==> src/sv/dpsd_pkg.sv <==
// shared types and constants for the dive profile sample decoder
package dpsd_pkg;

  localparam int unsigned MAX_GAS_MIXES = 3;
  localparam int unsigned GAS_CNT_W = $clog2(MAX_GAS_MIXES + 1);
  localparam int unsigned GAS_IDX_W = (MAX_GAS_MIXES > 1) ? $clog2(MAX_GAS_MIXES) : 1;
  localparam int unsigned QUEUE_DEPTH = 2;
  localparam int unsigned QPTR_W = $clog2(QUEUE_DEPTH);
  localparam int unsigned QCNT_W = $clog2(QUEUE_DEPTH + 1);
  localparam int unsigned NUM_SLOTS = 9;

  localparam logic [7:0] BYTE_CODE_LO      = 8'h79;
  localparam logic [7:0] BYTE_EV_ASCENT    = 8'h7a;
  localparam logic [7:0] BYTE_EV_VIOLATION = 8'h7b;
  localparam logic [7:0] BYTE_EV_BOOKMARK  = 8'h7c;
  localparam logic [7:0] BYTE_EV_SURFACE   = 8'h7d;
  localparam logic [7:0] BYTE_EV_DECO      = 8'h7e;
  localparam logic [7:0] BYTE_EV_CEILING   = 8'h7f;
  localparam logic [7:0] BYTE_END          = 8'h80;
  localparam logic [7:0] BYTE_EV_SAFETY    = 8'h81;
  localparam logic [7:0] BYTE_GAS_CHANGE   = 8'h87;
  localparam logic [7:0] AIR_OXYGEN        = 8'd21;

  localparam logic [7:0] SAMPLE_INTERVAL_RST = 8'd20;

  typedef enum logic [1:0] {
    CFG_SAMPLE_INTERVAL = 2'd0,
    CFG_GAUGE_MODE      = 2'd1,
    CFG_FIRST_OXYGEN    = 2'd2
  } cfg_idx_e;

  typedef enum logic [2:0] {
    KIND_TIME    = 3'd0,
    KIND_DEPTH   = 3'd1,
    KIND_GAS     = 3'd2,
    KIND_EVENT   = 3'd3,
    KIND_ERROR   = 3'd4,
    KIND_SUMMARY = 3'd5
  } kind_e;

  typedef enum logic [2:0] {
    EV_ASCENT      = 3'd0,
    EV_VIOLATION   = 3'd1,
    EV_BOOKMARK    = 3'd2,
    EV_SURFACE     = 3'd3,
    EV_DECO        = 3'd4,
    EV_CEILING     = 3'd5,
    EV_SAFETY_STOP = 3'd6
  } event_e;

  typedef enum logic [1:0] {
    ERR_TRUNC_GAS = 2'd0,
    ERR_GAS_FULL  = 2'd1,
    ERR_NO_END    = 2'd2
  } error_e;

  typedef enum logic [2:0] {
    CLS_DELTA,
    CLS_END,
    CLS_EVENT,
    CLS_GAS_CHANGE,
    CLS_OTHER
  } byte_class_e;

  // result slots in emission order
  typedef enum logic [3:0] {
    S_TIME0   = 4'd0,
    S_DEPTH0  = 4'd1,
    S_GAS0    = 4'd2,
    S_TIME    = 4'd3,
    S_DEPTH   = 4'd4,
    S_EVENT   = 4'd5,
    S_GAS     = 4'd6,
    S_SUMMARY = 4'd7,
    S_ERROR   = 4'd8
  } slot_e;

  typedef struct packed {
    logic [7:0] data_byte;
    logic       first_byte;
    logic       buffer_end;
  } in_word_t;

  typedef struct packed {
    kind_e              kind;
    logic [23:0]        time_seconds;
    logic signed [15:0] depth_feet;
    logic [1:0]         gas_index;
    logic [2:0]         event_code;
    logic [1:0]         error_code;
    logic               last_result;
  } out_word_t;

  typedef struct packed {
    logic [7:0]  data_byte;
    logic        first_byte;
    logic        buffer_end;
    byte_class_e cls;
    event_e      ev_code;
  } cmd_t;

endpackage

==> src/sv/dpsd_front.sv <==
// front end: classifies each profile byte into a command word
module dpsd_front
  import dpsd_pkg::*;
(
  input  in_word_t in_word_i,
  output cmd_t     cmd_o
);

  always_comb begin
    cmd_o.data_byte  = in_word_i.data_byte;
    cmd_o.first_byte = in_word_i.first_byte;
    cmd_o.buffer_end = in_word_i.buffer_end;
    cmd_o.cls        = CLS_DELTA;
    cmd_o.ev_code    = EV_ASCENT;
    case (in_word_i.data_byte) inside
      BYTE_END:          cmd_o.cls = CLS_END;
      BYTE_GAS_CHANGE:   cmd_o.cls = CLS_GAS_CHANGE;
      BYTE_EV_ASCENT: begin
        cmd_o.cls     = CLS_EVENT;
        cmd_o.ev_code = EV_ASCENT;
      end
      BYTE_EV_VIOLATION: begin
        cmd_o.cls     = CLS_EVENT;
        cmd_o.ev_code = EV_VIOLATION;
      end
      BYTE_EV_BOOKMARK: begin
        cmd_o.cls     = CLS_EVENT;
        cmd_o.ev_code = EV_BOOKMARK;
      end
      BYTE_EV_SURFACE: begin
        cmd_o.cls     = CLS_EVENT;
        cmd_o.ev_code = EV_SURFACE;
      end
      BYTE_EV_DECO: begin
        cmd_o.cls     = CLS_EVENT;
        cmd_o.ev_code = EV_DECO;
      end
      BYTE_EV_CEILING: begin
        cmd_o.cls     = CLS_EVENT;
        cmd_o.ev_code = EV_CEILING;
      end
      BYTE_EV_SAFETY: begin
        cmd_o.cls     = CLS_EVENT;
        cmd_o.ev_code = EV_SAFETY_STOP;
      end
      // unknown codes inside the event range
      [BYTE_CODE_LO:BYTE_GAS_CHANGE]: cmd_o.cls = CLS_OTHER;
      default:           cmd_o.cls = CLS_DELTA;
    endcase
  end

endmodule

==> src/sv/dpsd_queue.sv <==
// short command queue between front end and back end
module dpsd_queue
  import dpsd_pkg::*;
(
  input  logic clk_i,
  input  logic rst_ni,
  input  logic push_valid_i,
  output logic push_ready_o,
  input  cmd_t push_cmd_i,
  output logic pop_valid_o,
  input  logic pop_i,
  output cmd_t pop_cmd_o
);

  cmd_t              entry_q [QUEUE_DEPTH];
  logic [QPTR_W-1:0] wr_ptr_q, wr_ptr_d;
  logic [QPTR_W-1:0] rd_ptr_q, rd_ptr_d;
  logic [QCNT_W-1:0] cnt_q, cnt_d;
  logic              push;
  logic              pop;

  assign push_ready_o = (cnt_q != QCNT_W'(QUEUE_DEPTH));
  assign pop_valid_o  = (cnt_q != '0);
  assign pop_cmd_o    = entry_q[rd_ptr_q];
  assign push         = push_valid_i & push_ready_o;
  assign pop          = pop_i & pop_valid_o;

  always_comb begin
    wr_ptr_d = wr_ptr_q;
    rd_ptr_d = rd_ptr_q;
    cnt_d    = cnt_q;
    if (push) begin
      wr_ptr_d = (wr_ptr_q == QPTR_W'(QUEUE_DEPTH - 1)) ? '0 : wr_ptr_q + 1'b1;
    end
    if (pop) begin
      rd_ptr_d = (rd_ptr_q == QPTR_W'(QUEUE_DEPTH - 1)) ? '0 : rd_ptr_q + 1'b1;
    end
    case ({push, pop})
      2'b10:   cnt_d = cnt_q + 1'b1;
      2'b01:   cnt_d = cnt_q - 1'b1;
      default: cnt_d = cnt_q;
    endcase
  end

  always_ff @(posedge clk_i or negedge rst_ni) begin
    if (!rst_ni) begin
      wr_ptr_q <= '0;
      rd_ptr_q <= '0;
      cnt_q    <= '0;
    end else begin
      wr_ptr_q <= wr_ptr_d;
      rd_ptr_q <= rd_ptr_d;
      cnt_q    <= cnt_d;
    end
  end

  always_ff @(posedge clk_i) begin
    if (push) begin
      entry_q[wr_ptr_q] <= push_cmd_i;
    end
  end

endmodule

==> src/sv/dpsd_back.sv <==
// back end: dive state, result slot sequencing and output register
module dpsd_back
  import dpsd_pkg::*;
(
  input  logic      clk_i,
  input  logic      rst_ni,
  input  logic      cfg_we_i,
  input  logic [1:0] cfg_idx_i,
  input  logic [7:0] cfg_wdata_i,
  input  logic      cmd_valid_i,
  output logic      cmd_pop_o,
  input  cmd_t      cmd_i,
  output logic      out_valid_o,
  input  logic      out_ready_i,
  output out_word_t out_word_o
);

  // configuration
  logic [7:0] interval_q;
  logic       gauge_q;
  logic [7:0] first_o2_q;

  // dive state
  logic [15:0]          run_depth_q, run_depth_d;
  logic [15:0]          max_depth_q, max_depth_d;
  logic [23:0]          elapsed_q, elapsed_d;
  logic [23:0]          dive_time_q, dive_time_d;
  logic                 sample_done_q, sample_done_d;
  logic                 await_o2_q, await_o2_d;
  logic [7:0]           gas_tab_q [MAX_GAS_MIXES];
  logic [7:0]           gas_tab_d [MAX_GAS_MIXES];
  logic [GAS_CNT_W-1:0] gas_cnt_q, gas_cnt_d;
  logic                 rec_done_q, rec_done_d;

  // pending slots and their payload
  logic [NUM_SLOTS-1:0] mask_q, mask_d, mask_new;
  logic                 depth_zero_q, depth_zero_d;
  event_e               ev_code_q, ev_code_d;
  logic [GAS_IDX_W-1:0] gas_idx_q, gas_idx_d;
  error_e               err_q, err_d;

  logic      out_valid_q;
  out_word_t out_q, out_d;

  slot_e                slot;
  logic                 have_slot;
  logic                 last_slot;
  logic                 out_load;
  logic                 xfer;
  logic                 take;
  logic                 hit;
  logic [GAS_IDX_W-1:0] hit_idx;

  always_ff @(posedge clk_i or negedge rst_ni) begin
    if (!rst_ni) begin
      interval_q <= SAMPLE_INTERVAL_RST;
      gauge_q    <= 1'b0;
      first_o2_q <= '0;
    end else if (cfg_we_i) begin
      case (cfg_idx_i)
        CFG_SAMPLE_INTERVAL: interval_q <= cfg_wdata_i;
        CFG_GAUGE_MODE:      gauge_q    <= cfg_wdata_i[0];
        CFG_FIRST_OXYGEN:    first_o2_q <= cfg_wdata_i;
        default: ;
      endcase
    end
  end

  // slot selection
  always_comb begin
    slot = S_TIME0;
    for (int i = NUM_SLOTS - 1; i >= 0; i--) begin
      if (mask_q[i]) begin
        slot = slot_e'(i);
      end
    end
  end

  assign have_slot = (mask_q != '0);
  assign last_slot = ((mask_q & (mask_q - 1'b1)) == '0);
  assign out_load  = !out_valid_q | out_ready_i;
  assign xfer      = out_load & have_slot;
  assign take      = cmd_valid_i & (!have_slot | (xfer & last_slot));
  assign cmd_pop_o = take;

  // decode of the command at the head of the queue
  always_comb begin
    run_depth_d   = run_depth_q;
    max_depth_d   = max_depth_q;
    elapsed_d     = elapsed_q;
    dive_time_d   = dive_time_q;
    sample_done_d = sample_done_q;
    await_o2_d    = await_o2_q;
    gas_tab_d     = gas_tab_q;
    gas_cnt_d     = gas_cnt_q;
    rec_done_d    = rec_done_q;
    mask_new      = '0;
    depth_zero_d  = 1'b0;
    ev_code_d     = cmd_i.ev_code;
    gas_idx_d     = '0;
    err_d         = ERR_NO_END;
    hit           = 1'b0;
    hit_idx       = '0;

    if (cmd_i.first_byte) begin
      run_depth_d        = '0;
      max_depth_d        = '0;
      elapsed_d          = '0;
      dive_time_d        = '0;
      sample_done_d      = 1'b1;
      await_o2_d         = 1'b0;
      gas_tab_d[0]       = (first_o2_q != '0) ? first_o2_q : AIR_OXYGEN;
      gas_cnt_d          = GAS_CNT_W'(1);
      rec_done_d         = 1'b0;
      mask_new[S_TIME0]  = 1'b1;
      mask_new[S_DEPTH0] = 1'b1;
      mask_new[S_GAS0]   = !gauge_q;
    end

    for (int i = MAX_GAS_MIXES - 1; i >= 0; i--) begin
      if ((GAS_CNT_W'(i) < gas_cnt_q) && (gas_tab_q[i] == cmd_i.data_byte)) begin
        hit     = 1'b1;
        hit_idx = GAS_IDX_W'(i);
      end
    end

    if (!rec_done_d) begin
      if (await_o2_d) begin
        await_o2_d = 1'b0;
        if (hit) begin
          gas_idx_d       = hit_idx;
          mask_new[S_GAS] = 1'b1;
        end else if (gas_cnt_q >= GAS_CNT_W'(MAX_GAS_MIXES)) begin
          err_d             = ERR_GAS_FULL;
          mask_new[S_ERROR] = 1'b1;
          rec_done_d        = 1'b1;
        end else begin
          gas_tab_d[gas_cnt_q[GAS_IDX_W-1:0]] = cmd_i.data_byte;
          gas_cnt_d       = gas_cnt_q + 1'b1;
          gas_idx_d       = gas_cnt_q[GAS_IDX_W-1:0];
          mask_new[S_GAS] = 1'b1;
        end
      end else begin
        if (sample_done_d) begin
          elapsed_d        = elapsed_d + 24'(interval_q);
          sample_done_d    = 1'b0;
          mask_new[S_TIME] = 1'b1;
        end
        case (cmd_i.cls)
          CLS_END: begin
            depth_zero_d        = 1'b1;
            mask_new[S_DEPTH]   = 1'b1;
            mask_new[S_SUMMARY] = 1'b1;
            rec_done_d          = 1'b1;
          end
          CLS_DELTA: begin
            run_depth_d = run_depth_d + {{8{cmd_i.data_byte[7]}}, cmd_i.data_byte};
            if (run_depth_d > max_depth_d) begin
              max_depth_d = run_depth_d;
            end
            dive_time_d       = dive_time_d + 24'(interval_q);
            sample_done_d     = 1'b1;
            mask_new[S_DEPTH] = 1'b1;
          end
          CLS_EVENT: mask_new[S_EVENT] = 1'b1;
          CLS_GAS_CHANGE: begin
            if (cmd_i.buffer_end) begin
              err_d             = ERR_TRUNC_GAS;
              mask_new[S_ERROR] = 1'b1;
              rec_done_d        = 1'b1;
            end else begin
              await_o2_d = 1'b1;
            end
          end
          default: ;
        endcase
      end
      if (cmd_i.buffer_end && !rec_done_d) begin
        err_d             = ERR_NO_END;
        mask_new[S_ERROR] = 1'b1;
        rec_done_d        = 1'b1;
      end
    end
  end

  always_comb begin
    mask_d = mask_q;
    if (take) begin
      mask_d = mask_new;
    end else if (xfer) begin
      mask_d = mask_q & ~(NUM_SLOTS'(1) << slot);
    end
  end

  // result word of the current slot
  always_comb begin
    out_d             = '0;
    out_d.last_result = last_slot;
    case (slot)
      S_TIME0:  out_d.kind = KIND_TIME;
      S_DEPTH0: out_d.kind = KIND_DEPTH;
      S_GAS0:   out_d.kind = KIND_GAS;
      S_TIME: begin
        out_d.kind         = KIND_TIME;
        out_d.time_seconds = elapsed_q;
      end
      S_DEPTH: begin
        out_d.kind       = KIND_DEPTH;
        out_d.depth_feet = depth_zero_q ? '0 : $signed(run_depth_q);
      end
      S_EVENT: begin
        out_d.kind       = KIND_EVENT;
        out_d.event_code = ev_code_q;
      end
      S_GAS: begin
        out_d.kind      = KIND_GAS;
        out_d.gas_index = 2'(gas_idx_q);
      end
      S_SUMMARY: begin
        out_d.kind         = KIND_SUMMARY;
        out_d.time_seconds = dive_time_q;
        out_d.depth_feet   = $signed(max_depth_q);
      end
      S_ERROR: begin
        out_d.kind       = KIND_ERROR;
        out_d.error_code = err_q;
      end
      default: ;
    endcase
  end

  always_ff @(posedge clk_i or negedge rst_ni) begin
    if (!rst_ni) begin
      run_depth_q   <= '0;
      max_depth_q   <= '0;
      elapsed_q     <= '0;
      dive_time_q   <= '0;
      sample_done_q <= 1'b1;
      await_o2_q    <= 1'b0;
      gas_cnt_q     <= GAS_CNT_W'(1);
      rec_done_q    <= 1'b1;
      mask_q        <= '0;
      out_valid_q   <= 1'b0;
    end else begin
      mask_q <= mask_d;
      if (take) begin
        run_depth_q   <= run_depth_d;
        max_depth_q   <= max_depth_d;
        elapsed_q     <= elapsed_d;
        dive_time_q   <= dive_time_d;
        sample_done_q <= sample_done_d;
        await_o2_q    <= await_o2_d;
        gas_cnt_q     <= gas_cnt_d;
        rec_done_q    <= rec_done_d;
      end
      if (out_load) begin
        out_valid_q <= have_slot;
      end
    end
  end

  always_ff @(posedge clk_i) begin
    if (take) begin
      gas_tab_q    <= gas_tab_d;
      depth_zero_q <= depth_zero_d;
      ev_code_q    <= ev_code_d;
      gas_idx_q    <= gas_idx_d;
      err_q        <= err_d;
    end
    if (xfer) begin
      out_q <= out_d;
    end
  end

  assign out_valid_o = out_valid_q;
  assign out_word_o  = out_q;

`ifndef SYNTH
  a_done_not_waiting: assert property (@(posedge clk_i) disable iff (!rst_ni)
    rec_done_q |-> !await_o2_q)
    else $error("oxygen byte pending on a finished record");

  a_gas_cnt_range: assert property (@(posedge clk_i) disable iff (!rst_ni)
    (gas_cnt_q != '0) && (gas_cnt_q <= GAS_CNT_W'(MAX_GAS_MIXES)))
    else $error("gas mix count out of range");

  a_burst_continues: assert property (@(posedge clk_i) disable iff (!rst_ni)
    out_valid_o && out_ready_i && !out_word_o.last_result |=> out_valid_o)
    else $error("result burst broken before its last word");

  a_pop_only_when_drained: assert property (@(posedge clk_i) disable iff (!rst_ni)
    cmd_pop_o |-> (mask_q == '0) || ((mask_q & (mask_q - 1'b1)) == '0 && xfer))
    else $error("command taken while results still pending");
`endif

endmodule

==> src/sv/dive_profile_sample_decoder.sv <==
// top level of the dive profile sample decoder
//
// Profile bytes of one dive record enter one word per cycle on the input
// channel (valid/ready); first_byte marks the first byte of a record and
// restarts the running state. Result words leave on the output channel
// (valid/ready), one per cycle, with last_result set on the final word
// caused by an input byte; a byte may cause zero to six words.
// Configuration registers are written through cfg_we_i / cfg_idx_i /
// cfg_wdata_i while no byte is in flight.
// An accepted byte is registered in the command queue, its result slots in
// the back end's pending-slot mask and each result word in the output
// register. The back end sends the words of a byte one at a time and takes
// the next byte with the last one; a plain depth sample gives a time and a
// depth word, and the two-entry queue accepts bytes meanwhile until full.
// Reset leaves all channels empty and no record open: bytes without
// first_byte are dropped until a record starts. When the receiver stalls,
// the output register holds its word, the back end stops, the queue fills
// and in_ready_o drops.
module dive_profile_sample_decoder
  import dpsd_pkg::*;
(
  input  logic       clk_i,
  input  logic       rst_ni,
  input  logic       cfg_we_i,
  input  logic [1:0] cfg_idx_i,
  input  logic [7:0] cfg_wdata_i,
  input  logic       in_valid_i,
  output logic       in_ready_o,
  input  in_word_t   in_word_i,
  output logic       out_valid_o,
  input  logic       out_ready_i,
  output out_word_t  out_word_o
);

  cmd_t front_cmd;
  cmd_t head_cmd;
  logic head_valid;
  logic head_pop;

  dpsd_front u_front (
    .in_word_i (in_word_i),
    .cmd_o     (front_cmd)
  );

  dpsd_queue u_queue (
    .clk_i        (clk_i),
    .rst_ni       (rst_ni),
    .push_valid_i (in_valid_i),
    .push_ready_o (in_ready_o),
    .push_cmd_i   (front_cmd),
    .pop_valid_o  (head_valid),
    .pop_i        (head_pop),
    .pop_cmd_o    (head_cmd)
  );

  dpsd_back u_back (
    .clk_i       (clk_i),
    .rst_ni      (rst_ni),
    .cfg_we_i    (cfg_we_i),
    .cfg_idx_i   (cfg_idx_i),
    .cfg_wdata_i (cfg_wdata_i),
    .cmd_valid_i (head_valid),
    .cmd_pop_o   (head_pop),
    .cmd_i       (head_cmd),
    .out_valid_o (out_valid_o),
    .out_ready_i (out_ready_i),
    .out_word_o  (out_word_o)
  );

endmodule
==> config.mk <==
export PLATFORM = sky130hd
export DESIGN_NAME = dive_profile_sample_decoder
export DESIGN_NICKNAME = d
export VERILOG_FILES = /design/src/sv/dpsd_pkg.sv /design/src/sv/dpsd_front.sv /design/src/sv/dpsd_queue.sv /design/src/sv/dpsd_back.sv /design/src/sv/dive_profile_sample_decoder.sv
export SDC_FILE = /design/constraint.sdc
export NUM_CORES = 1
export LEC_CHECK = 0
export BUFFER_PORTS_ARGS = -buffer_cell sky130_fd_sc_hd__clkbuf_2
export CORE_MARGIN = 5
export CORE_UTILIZATION = 45
export CTS_CLUSTER_SIZE = 28
export DETAILED_ROUTE_END_ITERATION = 16
export PLACE_DENSITY = 0.73
export SLEW_MARGIN = 20
export SYNTH_ARGS = -nofsm -noshare
export SYNTH_HDL_FRONTEND = slang
export SYNTH_HIERARCHICAL = 1
export SYNTH_SLANG_ARGS = --single-unit
==> constraint.sdc <==
create_clock -name clk_i -period 5.95 [get_ports clk_i]
set_input_delay 0.2975 -clock clk_i [delete_from_list [all_inputs] [get_ports clk_i]]
set_output_delay 0.2975 -clock clk_i [all_outputs]
set_load 0.01 [all_outputs]
Yosys cells after proc, flatten, opt, wreduce, memory -nomap -nowiden
Memory sizes are Yosys's and may differ from the RTL's.
Index checks and enable logic that the tools add are counted.
{ "totals": {"regBits": 199, "mem_bits_rw": 32, "input_bits": 25, "output_inout_bits": 53, "elab_cells": 235, "mem_count": 1} }
{ "op_classes": {"addsub": 9, "magnitude_cmp": 9, "eq_ne": 28, "shifts": 1, "muxes": 115, "bitwise": 15, "reduce_logical": 27} }
{ "memory_table": {"columns": ["name", "depth", "width", "read_ports", "rd_ports_with_merged_regs", "wr", "line", "text"], "rows": [
  ["u_queue.entry_q", 2, 16, 1, 0, 1, "dpsd_queue.sv:15", "cmd_t entry_q [QUEUE_DEPTH];"]
]} }
{ "op_table": {"columns": ["operator", "count"], "rows": [
  ["two-way mux 24 bit", 12],
  ["two-way mux 16 bit", 10],
  ["two-way mux 3 bit", 21],
  ["adder 24 x 8 -> 24 bit", 2],
  ["equality test 8 x 7 -> 1 bit, second input constant", 6],
  ["case mux 24 bit (2 select lines)", 1],
  ["two-way mux 4 bit", 9],
  ["two-way mux 1 bit", 35],
  ["case mux 16 bit (2 select lines)", 1],
  ["two-way mux 2 bit", 15],
  ["bitwise mux 24 bit", 1],
  ["equality test 8 bit", 3],
  ["equality test 8 bit, second input constant", 3],
  ["two-way mux 8 bit", 3],
  ["AND 9 bit", 2],
  ["two-way mux 9 bit", 2],
  ["adder 16 bit", 1],
  ["demux 8 bit (select 2 bit)", 1],
  ["equality test 4 x 3 -> 1 bit, second input constant", 4],
  ["> comparator 16 bit", 1],
  ["case mux 3 bit (5 select lines)", 1],
  ["OR reduction 2 bit", 5],
  ["zero test 9 bit", 1],
  ["inverter 9 bit", 1],
  ["other kinds (36)", 63]
]} }

Logic depth before layout (Yosys ltp)
Gate-level depths: netlist of the first run.
{ "logic_depth": {"word_depth": 14, "mapped_depth": 24, "ltp_nobuf": 18} }

Modules after synthesis
The synthesis of the first run kept the hierarchy.
{ "by_module_without_submodules": {"columns": ["mod", "instances", "cells_each", "area_each_um2"], "rows": [
  ["dpsd_back", 1, 1038, 10802.9],
  ["dpsd_queue", 1, 67, 1358.8],
  ["dpsd_front", 1, 30, 225.2]
]} }

Least setup slack after synthesis of the first run
No wires, ideal clock.
{ "synth_path": {"path_type": "reg-to-reg", "start": "register u_queue.rd_ptr_q", "end": "register u_back.max_depth_q[8]", "setup_time_ns": 0.121, "arrival_time_ns": 4.542, "required_time_ns": 5.829, "setup_slack_ns": 1.287, "path_stages_with_launch": 24, "path_buffers": 6, "period_less_slack_ns": 4.663, "cell_sequence": "dfrtp_1 > buf_6 > buf_6 > mux2_2 > clkbuf_1 > clkbuf_1 > nor2b_1 > ha_1 > fa_1 > a211oi_1 > o21bai_1 > o22ai_1 > o21ai_0 > xor2_1 > ha_1 > a21o_1 > a21oi_1 > nand2_1 > o211ai_1 > a31oi_1 > and2_1 > clkbuf_2 > buf_2 > a22o_1"} }
{ "synth_lines": {"columns": ["item", "line", "text"], "rows": [
  ["from (decl)", "dpsd_queue.sv:17", "logic [QPTR_W-1:0] rd_ptr_q, rd_ptr_d;"],
  ["from (signal assigned)", "dpsd_queue.sv:52", "rd_ptr_q <= rd_ptr_d;"],
  ["to (signal assigned)", "dpsd_back.sv:248", "max_depth_q <= max_depth_d;"],
  ["to (decl)", "dpsd_back.sv:25", "logic [15:0] max_depth_q, max_depth_d;"]
]} }

==> results.md, run 1 <==
* Fillers at 2364
* Synth warnings at 6
* Pre-CTS setup slack at 0.731 ns
* Largest area contributor in the netlist: edfxtp_1
* Layout cell share with drive strength beyond 1 at 0.157
* Setup ws final at 0.648 ns
* CP arrival at 5.77 ns
* Total CTS buffers at 26
* Pleak at 0.00575 µW
* Final-report max-slew violation count at 0
* Syn Nets at 1217
* GPL Wtd Cong at 0.891
* FMAX at 0.189 GHz
* CTS sink count at 231
* Max transition margin at 0.244
* IO Port Bufs at 77
* Num ports at 78
* Antenna viol nets, final at 0
* Die area at 30900 µm²
* Count of hold-fix buffers inserted at cts at 6
* Detailed placer's ending HPWL at 19500 µm
* Crit path largest cell delay at 0.87 ns
* Antenna violations before repair at 0
* CTS Buffer Depth at 3
* Register area at 6360 µm²
* Asr flop ratio synth at 0.502
* P_int at 4360 µW
* Sequential-to-total area share from yosys stat at 0.514
* Pin count of the biggest net entering global routing at 70
* Nets@finish at 1283
* Post-DR wirelength/cell at 18.0 µm
* DRT iter0 DRCs at 719
* Drt pass-1 iters at 5
* Setup TNS at 0 ns
* Cell area after synthesis at 12400 µm²
* Share of Yosys cell area claimed by the top area cell type at 0.279
* Synth Instances at 1135
* RSZ-0062 raised after global routing: no
* Multi-input logic area at 5660 µm²
* Logic pwr share at 0.415
* Grt total ovfl at 0
* CP most frequent cell: ha_1
* Total wire length at 28200 µm
* Min cycle time layout at 5.30 ns
* Synth area leaders: edfxtp_1 28%, dfrtp_1 22%, ha_1 5.5%, a22o_1 4.7%, o21ai_0 4.0%
* Peak VDD IR at 207 µV
* Global-route wire length before repair at 46500 µm
* Gr usage total at 0.181
* Crit path kind: reg -> reg
* Worst-path cell chain: buf_4 -> mux2_2 -> ha_1 -> fa_1 -> a211oi_1 -> o21bai_1 -> o22ai_1 -> o21ai_0 -> xor2_1 -> ha_1 -> a21o_1 -> a21oi_1 -> nand2_1 -> o211ai_1 -> a31oi_1 -> o21ai_1 -> a22o_1
* Layout Skew at 0.0117 ns
* Type of the tightest min-delay check: in -> reg
* Routed vias/inst at 5.85
* Core area at 27000 µm²
* Avg Inst Size Synth at 10.9 µm²
* Worst slew pin tran at 1.13 ns
* Clock-pin slew on the worst setup and hold paths at 0.06 ns
* Clk pwr share at 0.235
* Critical Path RT at 6.41 ns
* Buf/Inv on CP at 1
* Psw at 2770 µW
* Vias in the first global route at 9074
* Startpoint Class: flop
* Post_cts resized at 0
* Ys flop type: edfxtp_1
* Final Hold Fails at 0
* CP Max Fanout at 15
* CP max stage cell: o21ai_1
* Period utilisation layout at 0.891
* Clk_lat worst skew at 0.53 ns
* CTS tree: yes
* Status: complete, no violations
* Yosys reg bits at 231
* Diodes inserted at 0
* Final hold slack at 0.0120 ns
* Pwr dens at 509 nW/µm²
* Switching part of the total at 0.389
* Top delay family on crit path: compound AO/OA/AOI/OAI gates
* EDFF count, synth at 115
* MaxCap Viol Count at 0
* Setup violators final at 0
* Core Rows at 60
* Root Buffer: clkbuf_16
* Postcts setup bufs at 0
* Post-synthesis cell type count at 75
* Vias at 9130
* DRC Markers at 0
* Die X at 176 µm
* CP Capture Type: flop
* P&R area growth vs syn at 13.0%
* Register share of total power at 0.349
* Die extent in y at 176 µm
* H-tree Lvls at 1
* Initial Util at 0.458
[worst min-delay path, delay by kind of cell]
family | cells | cell delay, ns
AO/OA/AOI/OAI | 1 | 0.05
buffers and inverters | 1 | 0.10
AND/OR/NAND/NOR | 1 | 0.04
[kinds of logic (layout without fill, tap and decap cells)]
family	Yosys count	count (layout)	share of synthesized area
AO/OA/AOI/OAI	331	331	0.178
AND/OR/NAND/NOR	329	329	0.134
flip-flops	231	231	0.514
buffers and inverters	82	167	0.0311
adder cells (fa/ha/maj)	58	58	0.0602
XOR/XNOR	54	54	0.0382
multiplexers	50	50	0.0440
[per-layer routing]
layer	global-route usage	vias up	part of all wire
met4	0.0481	0	0.021
li1	-	4379	-
met5	0	-	0
met2	0.295	221	0.46
met1	0.255	4480	0.47
met3	0.0269	50	0.047
[power by group through the flow]
stage | sequential [µW] | combinational, µW | clock (µW)
after floorplan | 2460 | 2160 | 0
after global placement | 2500 | 2830 | 0
after CTS | 2480 | 2950 | 1710
after global routing | 2540 | 3290 | 1780
final | 2490 | 2960 | 1680
after detailed placement | 2510 | 2930 | 0
[worst paths after layout]
path	startpoint	endpoint	slack, ns	cells after the start
setup / recovery	u_queue/rd_ptr_q$_DFFE_PN0P_	u_back/max_depth_q[3]$_DFFE_PN0P_	0.65	17
hold / removal	cfg_wdata_i[1]	u_back/interval_q[1]$_DFFE_PN0P_	0.01	3
setup reg to reg	u_queue/rd_ptr_q$_DFFE_PN0P_	u_back/max_depth_q[3]$_DFFE_PN0P_	0.65	17
hold reg to reg	u_back/dive_time_q[10]$_DFFE_PN0P_	u_back/dive_time_q[10]$_DFFE_PN0P_	0.49	1
max in group asynchronous	rst_ni	u_back/run_depth_q[1]$_DFFE_PN0P_	4.25	3
min in group asynchronous	rst_ni	u_queue/cnt_q[0]$_DFFE_PN0P_	0.34	2
[synthesized netlist by cell type, types with 4 or more instances]
cell type and n:
o21a_1 9, nor4_1 9, or4_1 6, a32o_1 4
ha_1 54, nand3_1 23, clkbuf_1 35, and2_1 12
nand2_1 109, nor2b_1 42, mux2i_1 14, o21ai_0 98
o22ai_1 5, o31ai_1 22, nor2_1 51, nor3b_1 4
nand4_1 13, nor3_1 20, dfrtp_1 111, and3_1 8
a41oi_1 6, a31oi_1 12, buf_2 6, a21o_1 12
nand2b_1 10, a211oi_1 6, buf_6 4, xnor2_1 18
a21oi_1 53, o41ai_1 6, o211ai_1 6, dfstp_2 5
inv_1 21, xor2_1 36, mux2_2 36, buf_4 10
edfxtp_1 115, a22o_1 66
[area by class of cell]
type	count	share of cell area
inverters	23	0.00626
clock buffers	35	0.0533
well taps	341	0.0305
flip-flops and latches	231	0.454
clock inverters	12	0.0116
repair buffers	97	0.0395
multi-input cells	822	0.404
[metrics by stage]
stage	util	instance area [µm²]	instances	power [µW]
floorplan	-	12400	1135	4630
global placement	0.482	13000	1508	5330
detailed placement	0.482	13000	1508	5440
CTS	0.518	14000	1561	7140
global route	0.518	14000	1561	7610
finish	0.518	14000	1561	7130
[cells in the final DEF, fill, tap and decap left out, types with 13 or more instances in the layout]
cell type / n
xnor2_1: 18
a21oi_1: 53
clkbuf_2: 76
nand3_1: 23
xor2_1: 36
nand2_1: 109
o31ai_1: 22
o21ai_0: 98
a22o_1: 66
mux2i_1: 14
nor3_1: 18
nor2b_1: 41
mux2_2: 36
edfxtp_1: 115
buf_4: 15
ha_1: 54
dfrtp_1: 111
nor2_1: 51
clkbuf_16: 28
nand4_1: 13
inv_1: 21
[sequential cells by signal (all words and copies together), names as in the netlist, 2 cells and up, named ones only]
name                flops
u_back/out_word_o      51
u_queue/entry_q        32
u_back/dive_time_q     24
u_back/elapsed_q       24
u_back/max_depth_q     16
u_back/run_depth_q     16
u_back/mask_q           9
u_back/first_o2_q       8
u_back/gas_tab_q        8
u_back/interval_q       8
u_back/ev_code_q        3
u_back/err_q            2
u_back/gas_cnt_q        2
u_back/gas_idx_q        2
u_queue/cnt_q           2
(Power assumes the default switching activity.)
==> run 2: changes to the inputs <==
==> constraint.sdc (replaced) <==
create_clock -name clk_i -period 5.2 [get_ports clk_i]
set_input_delay 0.26 -clock clk_i [delete_from_list [all_inputs] [get_ports clk_i]]
set_output_delay 0.26 -clock clk_i [all_outputs]
set_load 0.01 [all_outputs]
==> run 2 against run 1 <==
Clock power grew 14%. Combinational power grew 16%. Critical path depth shrank 1. Power grew 15%. Die area is the same. Sequential share of layout area shrank 0.29 points. Clock skew grew 0.011 ns. Global-route usage grew 0.22 points. Cell count grew 0.64%. First-iteration DRC count grew 1.1%. Worst setup slack lost 0.13 ns. Non-clock buffer count grew 9. Critical path type unchanged. Critical endpoint is now u_back/max_depth_q[7]$_DFFE_PN0P_. Largest power group unchanged.
==> results.md, run 2 (synthesis results as in run 1) <==
* Status: complete, no violations
* Core area at 27000 µm²
* Die area at 30900 µm²
* Vias in the first global route at 9006
* CTS Buffer Depth at 3
* Diodes inserted at 0
* CP Capture Type: flop
* Layout cell share with drive strength beyond 1 at 0.162
* Die X at 176 µm
* Post-DR wirelength/cell at 18.3 µm
* Root Buffer: clkbuf_16
* Min cycle time layout at 4.69 ns
* Startpoint Class: flop
* Clk_lat worst skew at 0.54 ns
* CTS sink count at 231
* CTS tree: yes
* GPL Wtd Cong at 0.905
* Detailed placer's ending HPWL at 19900 µm
* Clock-pin slew on the worst setup and hold paths at 0.06 ns
* Gr usage total at 0.183
* Global-route wire length before repair at 47000 µm
* Vias at 9227
* Peak VDD IR at 380 µV
* Worst slew pin tran at 0.968 ns
* Total wire length at 28700 µm
* Fillers at 2347
* IO Port Bufs at 77
* Setup ws final at 0.515 ns
* Max FFs per register at 51
* Commonest non-fill, non-tap cell in the layout: edfxtp_1
* Total CTS buffers at 26
* Final core utilization at 0.521
* Num ports at 78
* DRC Markers at 0
* P&R area growth vs syn at 13.8%
* Nets@finish at 1292
* Setup violators final at 0
* CP max stage cell: o21ai_2
* Initial Util at 0.458
* Antenna viol nets, final at 0
* Setup TNS at 0 ns
* Crit path largest cell delay at 0.54 ns
* Pleak at 0.00579 µW
* Worst-path cell chain: mux2_2 -> ha_1 -> fa_1 -> a211oi_1 -> o21bai_1 -> o22ai_1 -> o21ai_0 -> xor2_1 -> ha_1 -> a21o_1 -> a21oi_1 -> nand2_1 -> o211ai_1 -> a31oi_1 -> o21ai_2 -> a22o_1
* Most frequent cells in the layout: 115 x edfxtp_1, 111 x dfrtp_1, 109 x nand2_1, 98 x o21ai_0, 76 x clkbuf_2
* Core Rows at 60
* Pwr dens at 580 nW/µm²
* FMAX at 0.213 GHz
* H-tree Lvls at 1
* Die extent in y at 176 µm
* Buf/Inv on CP at 0
* Critical Path RT at 5.66 ns
* Grt total ovfl at 0
* Pin count of the biggest net entering global routing at 69
* MaxCap Viol Count at 0
* Routed vias/inst at 5.87
* CP arrival at 5.14 ns
* Period utilisation layout at 0.901
* Antenna violations before repair at 0
* Drt pass-1 iters at 5
* RSZ-0062 raised after global routing: no
* Pre-CTS setup slack at 0.282 ns
* Top delay family on crit path: compound AO/OA/AOI/OAI gates
* DRT iter0 DRCs at 727
* Final Hold Fails at 0
* CP most frequent cell: ha_1
* Final-report max-slew violation count at 0
* Type of the tightest min-delay check: in -> reg
* CP Max Fanout at 15
* Layout Skew at 0.0222 ns
* Max transition margin at 0.350
* Crit path kind: reg -> reg
* Postcts setup bufs at 0
run 2: cell count changes in the layout (fill, tap and decap cells not counted), moves of 2 or more:
cell / previous run / this run
clkbuf_1: 5 / 3
clkbuf_16: 28 / 26
clkbuf_8: 2 / 0
clkinv_1: 4 / 2
clkinv_2: 3 / 9
clkinvlp_4: 0 / 2
dlygate4sd3_1: 6 / 15
nor3_2: 3 / 1
run 2: metrics by stage:
step           std cells  hold slack [ns]  instance area [µm²]  power (µW)
2_1_floorplan       1135          -0.0356                12400        5290
3_3_place_gp        1508            0.389                13000        6130
3_5_place_dp        1508            0.385                13000        6240
4_1_cts             1571           0.0132                14100        8190
5_1_grt             1571           0.0253                14100        8730
6_report            1571           0.0297                14100        8170
run 2: metal layers:
layer / GRT usage / up-vias / share of wire
met5: 0 / - / 0
met4: 0.0487 / 0 / 0.023
met3: 0.0243 / 53 / 0.055
met2: 0.298 / 279 / 0.46
met1: 0.261 / 4497 / 0.46
li1: - / 4398 / -
run 2: layout make-up:
type	instances	area, µm²	share of cell area
clock buffer	29	662	0.0470
clock inverter	19	238	0.0169
inverter	23	87.6	0.00621
multi-input combinational	822	5670	0.403
sequential	231	6360	0.451
tap	341	427	0.0303
timing repair buffer	106	643	0.0456
run 2: path summary, 6_finish.rpt:
check	start	endpoint	slack, ns	cells after the start
worst max-delay path	u_queue/rd_ptr_q$_DFFE_PN0P_	u_back/max_depth_q[7]$_DFFE_PN0P_	0.51	16
worst min-delay path	cfg_wdata_i[0]	u_back/interval_q[0]$_DFFE_PN0P_	0.03	2
worst max register to register	u_queue/rd_ptr_q$_DFFE_PN0P_	u_back/max_depth_q[7]$_DFFE_PN0P_	0.51	16
worst min register to register	u_queue/cnt_q[1]$_DFFE_PN0P_	u_queue/cnt_q[1]$_DFFE_PN0P_	0.48	1
max in group asynchronous	rst_ni	u_back/dive_time_q[4]$_DFFE_PN0P_	3.54	3
min in group asynchronous	rst_ni	u_queue/cnt_q[1]$_DFFE_PN0P_	0.34	2
run 2: power breakdown:
group	internal (µW)	total, µW	switching [µW]
logic	1280	3420	2140
clock network	1170	1910	740
registers	2510	2840	338
run 2: timing repair:
action	CTS	global route
resized for setup	0	1
hold buffers	15	0
endpoints found under the hold margin	82	0
endpoints found under the setup margin	0	14
==> run 3: changes to the inputs <==
==> constraint.sdc (replaced) <==
create_clock -name clk_i -period 5.2 [get_ports clk_i]
set_input_delay 1.3 -clock clk_i [delete_from_list [all_inputs] [get_ports clk_i]]
set_output_delay 1.3 -clock clk_i [all_outputs]
set_load 0.01 [all_outputs]
==> run 3 against run 2 <==
Via count down 0.80%. Register-to-register slack worse by 0.06 ns. Largest power group unchanged. Utilization down 0.78 points. Clock skew down 0.011 ns. Count of clock-buffer cells in the layout up 2. Non-clock buffer count down 12. Die area unchanged. Highest routed layer unchanged.
==> results.md, run 3 (synthesis results as in run 1) <==
* Pleak at 0.00569 µW
* Switching part of the total at 0.395
* Max transition margin at 0.342
* Startpoint Class: flop
* Pin count of the biggest net entering global routing at 69
* Clock-pin slew on the worst setup and hold paths at 0.06 ns
* CP Capture Type: flop
* CTS tree: yes
* Antenna viol nets, final at 0
* IO Port Bufs at 77
* Commonest non-fill, non-tap cell in the layout: edfxtp_1
* Diodes inserted at 0
* CTS Buffer Depth at 3
* Die area at 30900 µm²
* Die X at 176 µm
* Layout cell share with drive strength beyond 1 at 0.161
* Pwr dens at 580 nW/µm²
* Drt pass-1 iters at 5
* Max FFs per register at 51
* DRT iter0 DRCs at 640
* Final Hold Fails at 0
* Register area at 6360 µm²
* Num ports at 78
* Fillers at 2371
* Post-DR wirelength/cell at 18.3 µm
* Worst slew pin tran at 0.983 ns
* Total CTS buffers at 25
* Global-route wire length before repair at 47300 µm
* Crit path kind: reg -> reg
* Final-report max-slew violation count at 0
* GPL Wtd Cong at 0.902
* Root Buffer: clkbuf_16
* Period utilisation layout at 0.912
* Layout Skew at 0.0111 ns
* FF-to-FF setup slack at 0.46 ns
* Nets@finish at 1279
* Post-route insts no fill at 1556
* Core area at 27000 µm²
* Multi-input logic area at 5670 µm²
* MaxCap Viol Count at 0
* Grt total ovfl at 0
* Initial Util at 0.458
* Count of hold-fix buffers inserted at cts at 0
* H-tree Lvls at 1
* Critical Path RT at 5.65 ns
* Status: complete, no violations
* RSZ-0062 raised after global routing: no
* Die extent in y at 176 µm
* Core Rows at 60
* Vias at 9153
* Setup violators final at 0
* Register share of total power at 0.353
* Postcts setup bufs at 0
* Routed vias/inst at 5.88
* Post-Place Cells at 1511
* Clk_lat worst skew at 0.52 ns
* P&R area growth vs syn at 12.1%
* Logic pwr share at 0.424
* FMAX at 0.211 GHz
* Antenna violations before repair at 0
* Post_cts resized at 0
* Detailed placer's ending HPWL at 20000 µm
* CP arrival at 5.20 ns
* CP Max Fanout at 16
* Gr usage total at 0.185
* DRC Markers at 0
* Type of the tightest min-delay check: reg -> reg
* Most frequent cells in the layout: 115 x edfxtp_1, 111 x dfrtp_1, 109 x nand2_1, 98 x o21ai_0, 76 x clkbuf_2
* Total wire length at 28500 µm
* Vias in the first global route at 9038
* Min cycle time layout at 4.74 ns
* Clk pwr share at 0.223
* P_int at 4870 µW
* Psw at 3180 µW
* Setup TNS at 0 ns
* Peak VDD IR at 235 µV
* Final core utilization at 0.514
* CTS sink count at 231
## run 3: cell types whose count changed in the layout (fill, tap and decap cells not counted), moves of 2 or more
cell / before / now
clkbuf_1: 3 / 6
nor3_2: 1 / 3
clkinv_2: 9 / 7
buf_4: 15 / 18
dlygate4sd3_1: 15 / 0
## run 3: final timing paths
| kind | start | cells past startpoint | to |
|---|---|---|---|
| worst max register to register | u_queue/rd_ptr_q$_DFFE_PN0P_ | 16 | u_back/max_depth_q[2]$_DFFE_PN0P_ |
| max in group asynchronous | rst_ni | 2 | u_back/rec_done_q$_DFFE_PN1P_ |
| min in group asynchronous | rst_ni | 1 | u_queue/wr_ptr_q$_DFFE_PN0N_ |
| worst max-delay path | u_queue/rd_ptr_q$_DFFE_PN0P_ | 16 | u_back/max_depth_q[2]$_DFFE_PN0P_ |
| worst min register to register | u_queue/cnt_q[1]$_DFFE_PN0P_ | 1 | u_queue/cnt_q[1]$_DFFE_PN0P_ |
| worst min-delay path | u_queue/cnt_q[1]$_DFFE_PN0P_ | 1 | u_queue/cnt_q[1]$_DFFE_PN0P_ |
## run 3: layer usage
metal	up-vias	share of wire	global-route usage
li1	4374	-	-
met1	4479	0.46	0.264
met2	267	0.46	0.300
met3	33	0.063	0.0282
met4	0	0.015	0.0413
met5	-	0	0
## run 3: area by class of cell
class / count / share of cell area
clock buffers: 31 / 0.0467
inverters: 23 / 0.00631
well taps: 341 / 0.0307
clock inverters: 14 / 0.0127
multi-input cells: 822 / 0.408
repair buffers: 94 / 0.0371
flip-flops and latches: 231 / 0.458
## run 3: metrics by stage
stage | hold WS [ns] | area (µm²) | worst slack, ns | total power [µW]
2_1_floorplan | 0.433 | 12400 | 0.537 | 5290
3_3_place_gp | 0.475 | 13100 | 0.529 | 6130
3_5_place_dp | 0.481 | 13100 | 0.304 | 6240
4_1_cts | 0.491 | 13900 | 0.258 | 8070
5_1_grt | 0.520 | 13900 | 0.0406 | 8630
6_report | 0.487 | 13900 | 0.456 | 8050
## run 3: worst max-delay path, cell delays in order (launching register included)
cell and delay (ns):
dfrtp_1 0.44, mux2_2 0.45, ha_1 0.27, fa_1 0.44, a211oi_1 0.28, o21bai_1 0.16, o22ai_1 0.34, o211ai_1 0.13
o21ai_0 0.11, xnor2_1 0.15, ha_1 0.32, nand3_1 0.09, nor2_1 0.18, o21ai_0 0.14, a31oi_1 0.35, and2_1 0.58
a221o_1 0.25
## run 3: power by group through the flow
stage,combinational (µW),clock [µW],sequential (µW)
final,3410,1800,2840
after global routing,3830,1900,2900
after CTS,3400,1830,2840
after detailed placement,3370,0,2870
after global placement,3280,0,2860
after floorplan,2470,0,2820
